<file path="src/hdl/atoi_pkg.sv">
package atoi_pkg;

  // maximum count of consumed characters
  localparam logic [11:0] MAX_CHARS = 12'd4095;

  // character queue between front and back
  localparam int unsigned QDEPTH = 4;
  localparam int unsigned QAW    = $clog2(QDEPTH);

  // radix limits and fixed radixes
  localparam logic [5:0] BASE_AUTO = 6'd0;
  localparam logic [5:0] BASE_ONE  = 6'd1;
  localparam logic [5:0] BASE_MAX  = 6'd36;
  localparam logic [5:0] BASE_OCT  = 6'd8;
  localparam logic [5:0] BASE_DEC  = 6'd10;
  localparam logic [5:0] BASE_HEX  = 6'd16;
  localparam logic [5:0] NO_DIGIT  = 6'd36;

  // characters
  localparam logic [7:0] CH_ZERO  = 8'h30;
  localparam logic [7:0] CH_NINE  = 8'h39;
  localparam logic [7:0] CH_LA    = 8'h61;
  localparam logic [7:0] CH_LZ    = 8'h7a;
  localparam logic [7:0] CH_UA    = 8'h41;
  localparam logic [7:0] CH_UZ    = 8'h5a;
  localparam logic [7:0] CH_LX    = 8'h78;
  localparam logic [7:0] CH_UX    = 8'h58;
  localparam logic [7:0] CH_PLUS  = 8'h2b;
  localparam logic [7:0] CH_MINUS = 8'h2d;
  localparam logic [7:0] CH_SPACE = 8'h20;
  localparam logic [7:0] CH_TAB   = 8'h09;
  localparam logic [7:0] CH_CR    = 8'h0d;

  // configuration register indexes
  localparam logic CFG_NUMBER_BASE = 1'b0;
  localparam logic CFG_SIGNED_MODE = 1'b1;

  typedef enum logic [1:0] {
    ST_OK       = 2'd0,
    ST_BAD_BASE = 2'd1,
    ST_RANGE    = 2'd2
  } status_e;

  typedef enum logic [6:0] {
    PH_FRESH  = 7'b0000001,
    PH_SPACE  = 7'b0000010,
    PH_SIGNED = 7'b0000100,
    PH_ZERO   = 7'b0001000,
    PH_PREFIX = 7'b0010000,
    PH_DIGITS = 7'b0100000,
    PH_DONE   = 7'b1000000
  } phase_e;

  // one classified character
  typedef struct packed {
    logic [5:0] digit;
    logic       space;
    logic       plus;
    logic       minus;
    logic       zero;
    logic       xchar;
    logic       last;
  } ch_class_t;

  // finished string handed to the result formatter
  typedef struct packed {
    logic [63:0] acc;
    logic        neg;
    logic        rng;
    logic        bad;
    logic        sgn;
    logic [11:0] cnt;
  } raw_res_t;

endpackage

</file>
<file path="src/hdl/atoi_front.sv">
module atoi_front
  import atoi_pkg::*;
(
  input  logic      clk_i,
  input  logic      rst_ni,
  input  logic      in_valid_i,
  output logic      in_ready_o,
  input  logic [7:0] ch_i,
  input  logic      last_i,
  output logic      q_valid_o,
  output ch_class_t q_item_o,
  input  logic      q_pop_i
);

  ch_class_t        cls;
  ch_class_t        mem_q [QDEPTH];
  logic [QAW-1:0]   wr_ptr_q, wr_ptr_d;
  logic [QAW-1:0]   rd_ptr_q, rd_ptr_d;
  logic [QAW:0]     cnt_q, cnt_d;
  logic             push;
  logic             pop;

  always_comb begin
    cls.digit = NO_DIGIT;
    if (ch_i >= CH_ZERO && ch_i <= CH_NINE) begin
      cls.digit = 6'(ch_i - CH_ZERO);
    end else if (ch_i >= CH_LA && ch_i <= CH_LZ) begin
      cls.digit = 6'(ch_i - CH_LA + 8'd10);
    end else if (ch_i >= CH_UA && ch_i <= CH_UZ) begin
      cls.digit = 6'(ch_i - CH_UA + 8'd10);
    end
    cls.space = (ch_i == CH_SPACE) || (ch_i >= CH_TAB && ch_i <= CH_CR);
    cls.plus  = (ch_i == CH_PLUS);
    cls.minus = (ch_i == CH_MINUS);
    cls.zero  = (ch_i == CH_ZERO);
    cls.xchar = (ch_i == CH_LX) || (ch_i == CH_UX);
    cls.last  = last_i;
  end

  assign in_ready_o = (cnt_q != (QAW+1)'(QDEPTH));
  assign push       = in_valid_i && in_ready_o;
  assign q_valid_o  = (cnt_q != '0);
  assign pop        = q_pop_i && q_valid_o;
  assign q_item_o   = mem_q[rd_ptr_q];

  always_comb begin
    wr_ptr_d = push ? wr_ptr_q + 1'b1 : wr_ptr_q;
    rd_ptr_d = pop ? rd_ptr_q + 1'b1 : rd_ptr_q;
    cnt_d    = cnt_q;
    if (push && !pop) begin
      cnt_d = cnt_q + 1'b1;
    end else if (pop && !push) begin
      cnt_d = cnt_q - 1'b1;
    end
  end

  always_ff @(posedge clk_i) begin
    if (push) begin
      mem_q[wr_ptr_q] <= cls;
    end
  end

  always_ff @(posedge clk_i or negedge rst_ni) begin
    if (!rst_ni) begin
      wr_ptr_q <= '0;
      rd_ptr_q <= '0;
      cnt_q    <= '0;
    end else begin
      wr_ptr_q <= wr_ptr_d;
      rd_ptr_q <= rd_ptr_d;
      cnt_q    <= cnt_d;
    end
  end

endmodule

</file>
<file path="src/hdl/atoi_back.sv">
module atoi_back
  import atoi_pkg::*;
(
  input  logic       clk_i,
  input  logic       rst_ni,
  input  logic       cfg_we_i,
  input  logic       cfg_idx_i,
  input  logic [5:0] cfg_data_i,
  input  logic       q_valid_i,
  input  ch_class_t  q_item_i,
  output logic       q_pop_o,
  output logic       res_valid_o,
  output raw_res_t   res_o,
  input  logic       res_ready_i
);

  logic [5:0]  number_base_q;
  logic        signed_mode_q;

  phase_e      phase_q, phase_d;
  logic [63:0] acc_q, acc_d;
  logic        neg_q, neg_d;
  logic [5:0]  base_q, base_d;
  logic [11:0] cnt_q, cnt_d;
  logic        rng_q, rng_d;
  logic [11:0] pos_q, pos_d;

  logic        res_valid_q, res_valid_d;
  raw_res_t    res_q, res_d;

  phase_e      ph_cur, phase_n;
  logic [5:0]  base_cur, base_n, base_s, mul_base;
  logic [63:0] acc_n;
  logic        neg_n, rng_n;
  logic [11:0] cnt_n, pos_next;
  logic        start, take, cfg_bad;
  logic [69:0] prod;
  logic        res_free;
  logic        go;

  assign cfg_bad  = (number_base_q == BASE_ONE) || (number_base_q > BASE_MAX);
  assign base_cur = (phase_q == PH_FRESH) ? number_base_q : base_q;
  assign ph_cur   = (phase_q == PH_FRESH) ? (cfg_bad ? PH_DONE : PH_SPACE) : phase_q;
  assign pos_next = (pos_q < MAX_CHARS) ? pos_q + 12'd1 : MAX_CHARS;

  // radix that the digit of this character is weighed with
  always_comb begin
    mul_base = base_cur;
    if (ph_cur == PH_ZERO) begin
      mul_base = (base_cur == BASE_AUTO) ? BASE_OCT : BASE_HEX;
    end else if (ph_cur == PH_PREFIX) begin
      mul_base = BASE_HEX;
    end
  end

  // a carry into the top bits marks overflow of the 64-bit accumulator
  assign prod = 70'(acc_q) * 70'(mul_base) + 70'(q_item_i.digit);

  always_comb begin
    phase_n = ph_cur;
    base_n  = base_cur;
    base_s  = base_cur;
    acc_n   = acc_q;
    neg_n   = neg_q;
    cnt_n   = cnt_q;
    rng_n   = rng_q;
    start   = 1'b0;
    take    = 1'b0;
    case (ph_cur)
      PH_SPACE: begin
        if (q_item_i.space) begin
          phase_n = PH_SPACE;
        end else if (q_item_i.plus) begin
          phase_n = PH_SIGNED;
        end else if (q_item_i.minus) begin
          neg_n   = 1'b1;
          phase_n = PH_SIGNED;
        end else begin
          start = 1'b1;
        end
      end
      PH_SIGNED: begin
        start = 1'b1;
      end
      PH_ZERO: begin
        if (q_item_i.xchar) begin
          phase_n = PH_PREFIX;
        end else begin
          base_n = mul_base;
          if (q_item_i.digit < mul_base) begin
            take = 1'b1;
          end else begin
            phase_n = PH_DONE;
          end
        end
      end
      PH_PREFIX: begin
        base_n = BASE_HEX;
        if (q_item_i.digit < BASE_HEX) begin
          take = 1'b1;
        end else begin
          phase_n = PH_DONE;
        end
      end
      PH_DIGITS: begin
        if (q_item_i.digit < base_cur) begin
          take = 1'b1;
        end else begin
          phase_n = PH_DONE;
        end
      end
      default: begin
        phase_n = ph_cur;
      end
    endcase

    if (start) begin
      if ((base_cur == BASE_AUTO || base_cur == BASE_HEX) && q_item_i.zero) begin
        acc_n   = '0;
        cnt_n   = pos_next;
        phase_n = PH_ZERO;
      end else begin
        base_s = (base_cur == BASE_AUTO) ? BASE_DEC : base_cur;
        base_n = base_s;
        if (q_item_i.digit < base_s) begin
          acc_n   = 64'(q_item_i.digit);
          cnt_n   = pos_next;
          phase_n = PH_DIGITS;
        end else begin
          phase_n = PH_DONE;
        end
      end
    end

    if (take) begin
      // after overflow the digits are still counted but not accumulated
      if (!rng_q) begin
        if (prod[69:64] != '0) begin
          rng_n = 1'b1;
        end else begin
          acc_n = prod[63:0];
        end
      end
      cnt_n   = pos_next;
      phase_n = PH_DIGITS;
    end
  end

  assign res_free = !res_valid_q || res_ready_i;
  assign go       = q_valid_i && (!q_item_i.last || res_free);
  assign q_pop_o  = go;

  always_comb begin
    phase_d     = phase_q;
    acc_d       = acc_q;
    neg_d       = neg_q;
    base_d      = base_q;
    cnt_d       = cnt_q;
    rng_d       = rng_q;
    pos_d       = pos_q;
    res_valid_d = res_valid_q && !res_ready_i;
    res_d       = res_q;
    if (go) begin
      if (q_item_i.last) begin
        phase_d     = PH_FRESH;
        acc_d       = '0;
        neg_d       = 1'b0;
        base_d      = '0;
        cnt_d       = '0;
        rng_d       = 1'b0;
        pos_d       = '0;
        res_valid_d = 1'b1;
        res_d.acc   = acc_n;
        res_d.neg   = neg_n;
        res_d.rng   = rng_n;
        res_d.bad   = (base_n == BASE_ONE) || (base_n > BASE_MAX);
        res_d.sgn   = signed_mode_q;
        res_d.cnt   = cnt_n;
      end else begin
        phase_d = phase_n;
        acc_d   = acc_n;
        neg_d   = neg_n;
        base_d  = base_n;
        cnt_d   = cnt_n;
        rng_d   = rng_n;
        pos_d   = pos_next;
      end
    end
  end

  always_ff @(posedge clk_i or negedge rst_ni) begin
    if (!rst_ni) begin
      number_base_q <= BASE_DEC;
      signed_mode_q <= 1'b1;
    end else if (cfg_we_i) begin
      if (cfg_idx_i == CFG_NUMBER_BASE) begin
        number_base_q <= cfg_data_i;
      end else if (cfg_idx_i == CFG_SIGNED_MODE) begin
        signed_mode_q <= cfg_data_i[0];
      end
    end
  end

  always_ff @(posedge clk_i or negedge rst_ni) begin
    if (!rst_ni) begin
      phase_q     <= PH_FRESH;
      acc_q       <= '0;
      neg_q       <= 1'b0;
      base_q      <= '0;
      cnt_q       <= '0;
      rng_q       <= 1'b0;
      pos_q       <= '0;
      res_valid_q <= 1'b0;
    end else begin
      phase_q     <= phase_d;
      acc_q       <= acc_d;
      neg_q       <= neg_d;
      base_q      <= base_d;
      cnt_q       <= cnt_d;
      rng_q       <= rng_d;
      pos_q       <= pos_d;
      res_valid_q <= res_valid_d;
    end
  end

  always_ff @(posedge clk_i) begin
    res_q <= res_d;
  end

  assign res_valid_o = res_valid_q;
  assign res_o       = res_q;

endmodule

</file>
<file path="src/hdl/atoi_finish.sv">
module atoi_finish
  import atoi_pkg::*;
(
  input  logic        clk_i,
  input  logic        rst_ni,
  input  logic        res_valid_i,
  input  raw_res_t    res_i,
  output logic        res_ready_o,
  output logic        out_valid_o,
  output logic [79:0] out_data_o,
  input  logic        out_ready_i
);

  logic        out_valid_q, out_valid_d;
  logic [79:0] out_data_q, out_data_d;
  logic [63:0] value, neg_acc;
  status_e     status;
  logic [11:0] cons;
  logic        over;
  logic        load;

  assign neg_acc = 64'd0 - res_i.acc;
  // magnitude beyond the signed limit of the sign at hand
  assign over    = res_i.neg ? (res_i.acc[63] && (res_i.acc[62:0] != '0)) : res_i.acc[63];

  always_comb begin
    value  = res_i.neg ? neg_acc : res_i.acc;
    status = ST_OK;
    cons   = res_i.cnt;
    if (res_i.bad) begin
      value  = '0;
      status = ST_BAD_BASE;
      cons   = '0;
    end else if (res_i.sgn) begin
      if (res_i.rng || over) begin
        value  = res_i.neg ? {1'b1, 63'd0} : {1'b0, {63{1'b1}}};
        status = ST_RANGE;
      end
    end else if (res_i.rng) begin
      value  = '1;
      status = ST_RANGE;
    end
  end

  assign res_ready_o = !out_valid_q || out_ready_i;
  assign load        = res_valid_i && res_ready_o;

  always_comb begin
    out_valid_d = out_valid_q && !out_ready_i;
    out_data_d  = out_data_q;
    if (load) begin
      out_valid_d = 1'b1;
      out_data_d  = {2'b00, cons, status, value};
    end
  end

  always_ff @(posedge clk_i or negedge rst_ni) begin
    if (!rst_ni) begin
      out_valid_q <= 1'b0;
    end else begin
      out_valid_q <= out_valid_d;
    end
  end

  always_ff @(posedge clk_i) begin
    out_data_q <= out_data_d;
  end

  assign out_valid_o = out_valid_q;
  assign out_data_o  = out_data_q;

endmodule

</file>
<file path="src/hdl/ascii_to_integer_parser_top.sv">
// text to integer converter, one character per transaction, tlast on the final character
// throughput: one character per cycle while the result output does not stall; back to back strings need no gap
// result path: character queue, then parse step with its 64 x 6 multiply, then the result
//   register of atoi_back and the output register of atoi_finish
// reset: asynchronous active low; clears queue, parse state and result valid,
//   number_base returns to 10 and signed_mode to 1
module ascii_to_integer_parser_top
  import atoi_pkg::*;
(
  input  logic        clk_i,
  input  logic        rst_ni,
  input  logic        cfg_we_i,
  input  logic        cfg_idx_i,
  input  logic [5:0]  cfg_data_i,
  input  logic        s_axis_tvalid,
  output logic        s_axis_tready,
  input  logic [7:0]  s_axis_tdata,   // [7:0] ch
  input  logic        s_axis_tlast,   // end_of_text
  output logic        m_axis_tvalid,
  input  logic        m_axis_tready,
  output logic [79:0] m_axis_tdata    // [63:0] value_bits, [65:64] status, [77:66] consumed
);

  logic      q_valid;
  ch_class_t q_item;
  logic      q_pop;
  logic      res_valid;
  raw_res_t  res;
  logic      res_ready;

  atoi_front u_front (
    .clk_i      (clk_i),
    .rst_ni     (rst_ni),
    .in_valid_i (s_axis_tvalid),
    .in_ready_o (s_axis_tready),
    .ch_i       (s_axis_tdata),
    .last_i     (s_axis_tlast),
    .q_valid_o  (q_valid),
    .q_item_o   (q_item),
    .q_pop_i    (q_pop)
  );

  atoi_back u_back (
    .clk_i       (clk_i),
    .rst_ni      (rst_ni),
    .cfg_we_i    (cfg_we_i),
    .cfg_idx_i   (cfg_idx_i),
    .cfg_data_i  (cfg_data_i),
    .q_valid_i   (q_valid),
    .q_item_i    (q_item),
    .q_pop_o     (q_pop),
    .res_valid_o (res_valid),
    .res_o       (res),
    .res_ready_i (res_ready)
  );

  atoi_finish u_finish (
    .clk_i       (clk_i),
    .rst_ni      (rst_ni),
    .res_valid_i (res_valid),
    .res_i       (res),
    .res_ready_o (res_ready),
    .out_valid_o (m_axis_tvalid),
    .out_data_o  (m_axis_tdata),
    .out_ready_i (m_axis_tready)
  );

endmodule

</file>
<file path="config.mk">
export PLATFORM = sky130hd
export DESIGN_NAME = ascii_to_integer_parser_top
export DESIGN_NICKNAME = d
export VERILOG_FILES = /design/src/hdl/atoi_pkg.sv /design/src/hdl/atoi_front.sv /design/src/hdl/atoi_back.sv /design/src/hdl/atoi_finish.sv /design/src/hdl/ascii_to_integer_parser_top.sv
export SDC_FILE = /design/constraint.sdc
export NUM_CORES = 1
export LEC_CHECK = 0
export CORE_MARGIN = 2
export CORE_UTILIZATION = 35
export CTS_BUF_LIST = sky130_fd_sc_hd__clkbuf_4
export CTS_CLUSTER_DIAMETER = 30
export DETAILED_ROUTE_END_ITERATION = 16
export DONT_BUFFER_PORTS = 1
export PLACE_DENSITY_LB_ADDON = 0.15
export SYNTH_ARGS = -nofsm -noshare
export SYNTH_HDL_FRONTEND = slang
export SYNTH_HIERARCHICAL = 1
export SYNTH_SLANG_ARGS = --single-unit
</file>
<file path="constraint.sdc">
create_clock -name clk_i -period 10.85 [get_ports clk_i]
set_input_delay 2.17 -clock clk_i [delete_from_list [all_inputs] [get_ports clk_i]]
set_output_delay 2.17 -clock clk_i [all_outputs]
set_load 0.01 [all_outputs]
</file>
# [Word level (Yosys, flattened, before mapping)]
# Memories as Yosys holds them, arrays and structs flattened.
# Cells that the tools add are included.
[totals] inputBits=21 ram_bits=48 n_memories=1 out_inout_bits=82 register_bits=277 wordCells=181
[classes] add_sub_neg=12 mux=76 eq_ne=16 n_lt_le_gt_ge=15 multipliers=1 reduce_logical=38 bitwise_logic=1
[mem_list] name="u_front.mem_q" depth=4 width=12 rd=1 rd_clocked_by_memory_dff=0 write_ports=1 line="atoi_front.sv:16" source="ch_class_t mem_q [QDEPTH];"
[op_table] op="$mux W64" count=12
[op_table] op="$mux W7" count=14
[op_table] op="$mux W12" count=7
[op_table] op="$add A70 B6 Y70" count=1
[op_table] op="$mul A64 B6 Y70" count=1
[op_table] op="$mux W6" count=11
[op_table] op="$sub A1 B64 Y64 const A" count=1
[op_table] op="$reduce_bool A63 Y1" count=1
[op_table] op="$eq A8 B6 Y1 const B" count=4
[op_table] op="$pmux W7 S4" count=1
[op_table] op="$mux W1" count=22
[op_table] op="$lt A6 B6 Y1" count=3
[op_table] op="$eq A8 B7 Y1 const B" count=2
[op_table] op="$ge A8 B7 Y1 const B" count=2
[op_table] op="$le A8 B7 Y1 const B" count=2
[op_table] op="$logic_and A1 B1 Y1" count=14
[op_table] op="$add A12 B1 Y12 const B" count=1
[op_table] op="$add A6 B4 Y6 const B" count=2
[op_table] op="$eq A6 B1 Y1 const B" count=2
[op_table] op="$gt A6 B6 Y1 const B" count=2
[op_table] op="$lt A12 B12 Y1 const B" count=1
[op_table] op="$pmux W6 S2" count=1
[op_table] op="$sub A6 B6 Y6 const B" count=2
[op_table] op="$logic_or A1 B1 Y1" count=9
[op_table] op="other kinds (29)" count=41

# [Logic depth before layout (Yosys ltp)]
# Gate-level depths: netlist (run 1).
[depth] word_depth=14 depth_mapped=33 ltp_nobuf=28

# [Cells and area by module]
# Netlist (run 1), hierarchy kept.
[by_module_without_submodules] mod="atoi_back" area_each_um2=21984.8 cells_each=2204 seq_area_each_um2=5185.0 instances=1
[by_module_without_submodules] mod="atoi_finish" area_each_um2=4734.5 cells_each=437 seq_area_each_um2=2367.3 instances=1
[by_module_without_submodules] mod="atoi_front" area_each_um2=2657.5 cells_each=168 seq_area_each_um2=1616.6 instances=1

# [Least setup slack after synthesis (run 1)]
# OpenSTA, ideal clock, no wires.
[synth_timing] path_kind="flip-flop to flip-flop" startpoint="register u_back.phase_q[5]" endpoint="register u_back.res_q (netlist bit u_back/res_o[64]), data pin" slack_ps=2878 period_less_slack_ps=7972 setup_ps=263 stages_incl_launch_ff=32 required_ps=10587 path_buffers=7 t_arrival_ps=7709 cell_sequence="dfrtp_1 > clkbuf_1 > nor3b_1 > nand2_1 > buf_2 > mux2i_1 > nand4_1 > nor2_1 > a32oi_1 > clkbuf_1 > clkbuf_1 > nand2b_1 > fa_1 > fa_1 > inv_1 > fa_1 > inv_1 > fa_1 > inv_1 > ha_1 > nand4_1 > a211o_1 > a31oi_1 > o31ai_2 > a221oi_1 > mux2i_1 > nand4_1 > or4_4 > buf_6 > buf_6 > buf_6 > mux2i_1"
[synth_via] elab_chain_cells=11 elab_cells_between_ends=33 cone_classes="1 x add/sub; 1 x mul; 3 x order compare; 7 x eq/ne; 17 x mux; 4 x reduce/logical"
[synth_lines] item="from (decl)" line="atoi_back.sv:20" source="phase_e phase_q, phase_d;"
[synth_lines] item="from (signal assigned)" line="atoi_back.sv:215" source="phase_q <= phase_d;"
[synth_lines] item="$eq A7 B1 Y1" line="atoi_back.sv:42, atoi_back.sv:43"
[synth_lines] item="$mux W7 or $mux W6 (tied branches)" line="atoi_back.sv:43, atoi_back.sv:42"
[synth_lines] item="$eq A7 B5 Y1 or $logic_not A6 Y1 (tied branches)"
[synth_lines] item="$mux W6, or another cell as far along" line="atoi_back.sv:51" source="end else if (ph_cur == PH_PREFIX) begin"
[synth_lines] item="$mux W6 or $lt A6 B6 Y1 (tied branches)" line="atoi_back.sv:49, atoi_back.sv:125"
[synth_lines] item="$mul A64 B6 Y70 or $mux W64 (tied branches)" line="atoi_back.sv:57, atoi_back.sv:125"
[synth_lines] item="$add A70 B6 Y70 or $mux W64 (tied branches)" line="atoi_back.sv:57, atoi_back.sv:118"
[synth_lines] item="$reduce_bool A6 Y1 or $mux W64 (tied branches)" line="atoi_back.sv:138, atoi_back.sv:117"
[synth_lines] item="$mux W64" line="atoi_back.sv:138" source="if (prod[69:64] != '0) begin"
[synth_lines] item="$mux W64" line="atoi_back.sv:137" source="if (!rng_q) begin"
[synth_lines] item="$mux W64 *" line="atoi_back.sv:135" source="if (take) begin"
[synth_lines] item="named net u_back.acc_n[48]" line="atoi_back.sv:33" source="logic [63:0] acc_n;"
[synth_lines] item="to (signal assigned)" line="atoi_back.sv:227" source="res_q <= res_d;"
[synth_lines] item="to (decl)" line="atoi_back.sv:29" source="raw_res_t res_q, res_d;"
# The timed path passes the listed nets; every way through them passes the cells marked *.
# A chain may end at the register's enable or synchronous reset.

# [Worst setup path after layout (run 1)]
[layout_timing] startpoint="register u_back.phase_q[0]" endpoint="register u_back.acc_q[31]"
[layout_via] elab_chain_cells=12 elab_cells_between_ends=34 cone_classes="1 x add/sub; 1 x mul; 3 x order compare; 7 x eq/ne; 18 x mux; 4 x reduce/logical"
[layout_lines] item="$eq A7 B1 Y1" line="atoi_back.sv:42, atoi_back.sv:43"
[layout_lines] item="$mux W7 or $mux W6 (tied branches)" line="atoi_back.sv:43, atoi_back.sv:42"
[layout_lines] item="$eq A7 B5 Y1 or $logic_not A6 Y1 (tied branches)"
[layout_lines] item="$mux W6, or another cell as far along" line="atoi_back.sv:51"
[layout_lines] item="$mux W6 or $lt A6 B6 Y1 (tied branches)" line="atoi_back.sv:49, atoi_back.sv:125"
[layout_lines] item="$mul A64 B6 Y70 or $mux W64 (tied branches)" line="atoi_back.sv:57, atoi_back.sv:125"
[layout_lines] item="$add A70 B6 Y70 or $mux W64 (tied branches)" line="atoi_back.sv:57, atoi_back.sv:118"
[layout_lines] item="$reduce_bool A6 Y1 or $mux W64 (tied branches)" line="atoi_back.sv:138, atoi_back.sv:117"
[layout_lines] item="$mux W64" line="atoi_back.sv:138"
[layout_lines] item="$mux W64" line="atoi_back.sv:137"
[layout_lines] item="$mux W64 *" line="atoi_back.sv:135"
[layout_lines] item="$mux W64 *" line="atoi_back.sv:164" source="if (q_item_i.last) begin"
[layout_lines] item="to (signal assigned)" line="atoi_back.sv:207" source="acc_q <= '0;"
[layout_lines] item="to (signal assigned)" line="atoi_back.sv:216" source="acc_q <= acc_d;"
[layout_lines] item="to (decl)" line="atoi_back.sv:21" source="logic [63:0] acc_q, acc_d;"
# Every way passes the cells marked *; elsewhere a longest branch is shown, timed or not.

==> out/qor.yml, run 1 <==
status: "finished, final reports clean"
hold_end: "u_finish/out_valid_o"
portBuffers: 0
final_max_slew_viol_count: 0
grt_pass1_vias: 23020
cp-start-kind: "register"
slowest_delay_ps: 720
hold_start: "u_back/res_valid_o"
sequentialPowerShare: 0.380
timing.hold.ws_ps: 481.4
firstDrtPassIters: 5
grt_overflow: 0
finalNetCount: 3216
track_usage: 0.1955
cap_violations: 0
hold_viol: 0
start_util: 0.3521
synthTopCellsByCount: "259 x and2_1, 253 x fa_1, 230 x nand2_1"
syn-instance-count: 2809
area_delta_synth_final_pct: 6.857
reg2regPathDepth: 29
die-area_um2: 86270
pin_count: 103
gp_congestion: 0.8730
yosysWarningCount: 6
core.rowCount: 106
synth.most_common_cell: "and2_1"
coreArea_um2: 83420
post-route-period-util: 0.9115
synthFlopType: "edfxtp_1"
p_comb_frac: 0.436
insertion_delay_ps: 910
root_buffer: "clkbuf_4"
grt_pass1_wl_um: 131900
finalCriticalPeriod_ps: 9890
r2r-end: "u_back/acc_q[31]"
dr_total_vias: 21530
slowest_stage: "or4_4"
crit_fanout: 35
vias_per_cell: 5.487
clkSinkCount: 325
p_sw_mw: 2.996
die_h_um: 293.7
cts-hold-fix-buffers: 0
synth_top_area_share: 0.2106
internal-power_mw: 3.351
postCtsSetupBuffers: 0
leakagePower_nw: 14.22
grt_max_degree: 120
power_density_nw_per_um2: 202.2
syn_area_um2: 29380
cts_tree: "built"
worst_slew_pin_slew_ps: 1176
fin_tns_setup_ps: 0
drtIter0Drc: 1373
drc: 0
multi_input_area_um2: 19140
worstSetupPathType: "register to register"
numCtsBuffers: 97
synthArstFlopShare: 0.3662
htreeDepth: 3
clkTransAtPathRegs_ps: 70
netSwitchingFraction: 0.4721
totalWireLength_um: 82740
slew_headroom: 0.2139
dp_hpwl_um: 61870
drt-wirelength-per-cell_um: 21.08
ys_ff_latch: 325
ir_worst_vdd_uv: 251.5
p_clk_frac: 0.184
setup_violations: 0
antenna_found_initial: 2
finClkSkew_ps: 79.92
rrSetupSlack_ps: 960
rsz0062_at_grt: "false"
dieWidth_um: 293.7
synth.yosys.seq_area_share: 0.3121
synth_edf_count: 206
end_kind: "register"
fillers: 8239
hold_class: "register to register"
cp_common_cell: "fa_1"
cp.arrival_ps: 10580
ys_top_cells_by_area: "edfxtp_1 21%, fa_1 17%, dfrtp_1 9.8%"
required_ps: 11540
ctsResizeCount: 0
ant_nets: 0
totalPowerFinal_mw: 6.347
regArea_um2: 9169
yosysUniqueCellTypes: 95
clockBufferDepth: 3
hold_depth: 1
synth_area_leader_cell: "edfxtp_1"
r2r-start: "u_back/phase_q[0]"
drive_gt1_frac: 0.1062
fmax_mhz: 101.1
syn_area_per_cell_um2: 10.46
==> registers in the layout, indices dropped and copies added, names as in the netlist, 3 cells and up <==
register	count
u_finish/out_data_o	78
u_front/mem_q	48
u_back/number_base_q	6
u_back/phase_q	7
u_back/res_o	80
u_front/cnt_q	3
u_back/acc_q	64
u_back/base_q	6
u_back/pos_q	12
u_back/cnt_q	12
==> critical path, delay by kind of cell, from the launching register on <==
family	cells	cell delay [ps]
compound gates	9	2300
fa+ha+maj	5	2370
buf+inv	6	1050
flops	1	570
mux	1	670
simple gates	8	2670
==> cells in the final DEF, fill, tap and decap left out, types with 22 or more instances in the layout <==
| cell | instances |
|---|---|
| and3_1 | 78 |
| a21o_1 | 23 |
| a21oi_2 | 35 |
| o31ai_1 | 34 |
| dfrtp_1 | 115 |
| inv_1 | 92 |
| o2bb2ai_1 | 59 |
| a22o_1 | 27 |
| fa_1 | 253 |
| xor2_1 | 93 |
| and2_1 | 258 |
| ha_1 | 176 |
| nor2b_1 | 82 |
| clkbuf_4 | 141 |
| o21ai_0 | 92 |
| mux2i_1 | 73 |
| nand4_1 | 43 |
| nand3_1 | 30 |
| nor4_1 | 22 |
| a21oi_1 | 129 |
| nand2_1 | 230 |
| edfxtp_1 | 206 |
| nor2_1 | 114 |
| nand2b_1 | 25 |
| nor3_1 | 34 |
| xnor2_1 | 44 |
==> per-layer routing <==
metal / wire (µm) / vias to the layer above / global-route usage
li1: - / 9968 / -
met1: 38700 / 10800 / 0.2683
met2: 37980 / 608 / 0.3141
met3: 4139 / 152 / 0.03618
met4: 1904 / 2 / 0.05786
met5: 8 / - / 0
==> power groups by stage <==
stage	Clock (mW)	Combinational, mW	Sequential [mW]
global route	1.28	3.04	2.48
CTS	1.22	2.78	2.42
finish	1.17	2.76	2.41
floorplan	0	2.04	2.22
detailed placement	0	2.76	2.44
global placement	0	2.74	2.43
==> metrics by stage <==
step                      setup WS (ps)  std cells  utilization  instance area (µm²)
after floorplan                    2878       2810            -                29380
after global placement             1241       3747       0.3615                30160
after detailed placement           1065       3747       0.3615                30160
after CTS                         943.6       3923       0.3763                31390
after global routing              280.5       3924       0.3763                31390
final                             960.0       3924       0.3763                31390
==> worst max path at each step <==
stage                                 start               end  slack [ps]  cells after the start
after detailed placement  u_back/phase_q[0]   u_back/acc_q[8]        1060                     29
after floorplan           u_back/phase_q[5]  u_back/res_o[64]        2880                     31
after global routing      u_back/phase_q[0]  u_back/acc_q[31]         280                     29
final                     u_back/phase_q[0]  u_back/acc_q[31]         960                     29
after CTS                 u_back/phase_q[0]  u_back/acc_q[31]         940                     29
after global placement    u_back/phase_q[0]  u_back/acc_q[14]        1240                     29
==> cells by family after synthesis <==
| family | Yosys count | synth area share |
|---|---|---|
| AOI/OAI and AO/OA | 556 | 0.1322 |
| xor gates and xnor gates | 137 | 0.04084 |
| adders and majority gates | 429 | 0.2474 |
| buffers and inverters | 257 | 0.03931 |
| DFF | 325 | 0.3121 |
| muxes | 108 | 0.04315 |
| other | 1 | 0.0001277 |
| and+or+nand+nor | 996 | 0.1849 |
==> layout make-up <==
cell class	count	share of cell area
Clock buffer	141	0.03372
Multi-Input combinational cell	2228	0.6096
Antenna cell	1	0.00007972
Sequential cell	325	0.2921
Clock inverter	35	0.005421
Inverter	94	0.01128
Timing Repair Buffer	20	0.004783
Tap cell	1080	0.04305
No activity file was read; power rests on OpenSTA's default activity.
==> run 2: changes to the inputs <==
--- a/config.mk
+++ b/config.mk
@@ -5,6 +5,7 @@
 export SDC_FILE = /design/constraint.sdc
 export NUM_CORES = 1
 export LEC_CHECK = 0
+export ABC_AREA = 1
 export CORE_MARGIN = 2
 export CORE_UTILIZATION = 35
 export CTS_BUF_LIST = sky130_fd_sc_hd__clkbuf_4
==> out/qor.yml, run 2 <==
postCtsSetupBuffers: 0
grt_overflow: 0
worst_slew_pin_slew_ps: 1229
coreArea_um2: 88100
pre_cts_slack_ps: 1850
ys_top_cells_by_area: "edfxtp_1 20%, fa_1 16%, nand2_1 12%"
die_h_um: 301.8
crit_fanout: 56
fmax_mhz: 110.4
root_buffer: "clkbuf_4"
clkSinkCount: 325
finalNetCount: 4501
synthFlopType: "edfxtp_1"
timing.hold.ws_ps: 481.6
synth_edf_count: 206
htreeDepth: 3
cp_common_cell: "nand2_1"
clockBufferDepth: 3
slowest_stage: "nand3_4"
area_delta_synth_final_pct: 7.460
slowest_delay_ps: 790
synth_area_leader_cell: "edfxtp_1"
cts_tree: "built"
portBuffers: 0
yosysWarningCount: 6
worstSetupPathType: "register to register"
pin_count: 103
start_util: 0.3522
numCtsBuffers: 88
core.rowCount: 109
vias_per_cell: 4.973
insertion_delay_ps: 860
final_cell_mix: "1,015 x nand2_1, 791 x nor2_1, 495 x inv_1"
antenna_found_initial: 3
cts-hold-fix-buffers: 0
track_usage: 0.2142
drtIter0Drc: 1849
post-route-period-util: 0.8352
rsz0062_at_grt: "false"
synth.yosys.seq_area_share: 0.2955
synth_top_area_share: 0.1994
totalWireLength_um: 96060
finClkSkew_ps: 58.74
dp_hpwl_um: 75570
cp.arrival_ps: 9630
grt_pass1_wl_um: 152300
largest_reg_flops: 80
gp_congestion: 0.9283
cp-start-kind: "register"
syn-instance-count: 4058
setup_violations: 0
status: "finished, final reports clean"
drc: 0
leakagePower_nw: 16.65
dieWidth_um: 301.8
synthArstFlopShare: 0.3662
syn_area_um2: 31030
final_common_cell: "nand2_1"
hold_class: "register to register"
fin_tns_setup_ps: 0
yosysUniqueCellTypes: 57
ys_ff_latch: 325
clkTransAtPathRegs_ps: 70
slew_headroom: 0.1777
hold_viol: 0
layout_setup_ws_ps: 1788
final_max_slew_viol_count: 0
power_density_nw_per_um2: 236.2
cap_violations: 0
ctsResizeCount: 0
grt_pass1_vias: 26460
finalCriticalPeriod_ps: 9062
required_ps: 11420
ir_worst_vdd_uv: 170.8
crit_buf_inv: 5
firstDrtPassIters: 6
end_kind: "register"
grt_max_degree: 120
syn_area_per_cell_um2: 7.647
die-area_um2: 91050
synthTopCellsByCount: "1,015 x nand2_1, 792 x nor2_1, 497 x inv_1"
crit_family: "simple AND/OR/NAND/NOR gates"
drive_gt1_frac: 0.06935
synth.most_common_cell: "nand2_1"
totalPowerFinal_mw: 7.878
drt-wirelength-per-cell_um: 18.15
ant_nets: 0
dr_total_vias: 26330
## run 2: cell types whose count changed after synthesis, moves of 73 or more
cell | previous run | this run
and3_1 | 78 | 2
nor2b_1 | 82 | 0
nand3_1 | 30 | 141
nor2_1 | 118 | 792
and2_1 | 259 | 47
inv_1 | 93 | 497
nand2_1 | 230 | 1015
mux2i_1 | 73 | 0
## run 2: final cells by class
type / count / area (µm²)
timing repair buffer: 23 / 185.2
antenna: 5 / 12.51
multi-input combinational: 3092 / 19380
tap: 1165 / 1458
sequential: 325 / 9169
clock inverter: 27 / 157.7
inverter: 521 / 1957
fill: 9374 / 54760
clock buffer: 136 / 1021
## run 2: kinds of logic after synthesis
group	synth area share
and+or+nand+nor	0.2945
buffers and inverters	0.08153
AOI/OAI and AO/OA	0.06577
muxes	0.0007258
adders and majority gates	0.2342
DFF	0.2955
other	0.0001209
xor gates and xnor gates	0.02766
## run 2: path summary, 6_finish.rpt
kind | startpoint | cells past startpoint | slack, ps | to
worst min-delay path | u_back/acc_q[20] | 2 | 480 | u_back/acc_q[20]
worst min register to register | u_back/acc_q[20] | 2 | 480 | u_back/acc_q[20]
min in group asynchronous | rst_ni | 0 | 1020 | u_back/number_base_q[4]
max in group asynchronous | rst_ni | 0 | 9570 | u_back/acc_q[46]
worst max register to register | u_back/phase_q[0] | 37 | 1790 | u_back/res_o[59]
worst max-delay path | u_back/phase_q[0] | 37 | 1790 | u_back/res_o[59]
## run 2: through the flow
step / cell area [µm²] / utilization / instances
finish: 33340 / 0.3785 / 5294
global route: 33330 / 0.3784 / 5290
CTS: 33330 / 0.3783 / 5289
detailed placement: 32150 / 0.3650 / 5126
global placement: 32150 / 0.3650 / 5126
floorplan: 31030 / - / 4059
## run 2: report_power, final
group | internal (mW) | total, mW | switching (mW)
sequential | 1.98 | 2.44 | 0.457
combinational | 1.20 | 4.30 | 3.11
clock | 0.600 | 1.14 | 0.536
## run 2: per-layer routing
layer | share of wire | vias to the layer above | track usage
met4 | 0.026 | 0 | 0.06306
met1 | 0.47 | 12570 | 0.3083
met2 | 0.44 | 744 | 0.3332
li1 | - | 12890 | -
met5 | 0 | - | 0
met3 | 0.056 | 122 | 0.03182
## run 2: worst register-to-register path: cells and delay by family (launching register included)
kind	cells	cell delay, ps
buffers and inverters	5	960
AND/OR/NAND/NOR	27	4830
flip-flops	1	550
adder cells (fa/ha/maj)	5	2420
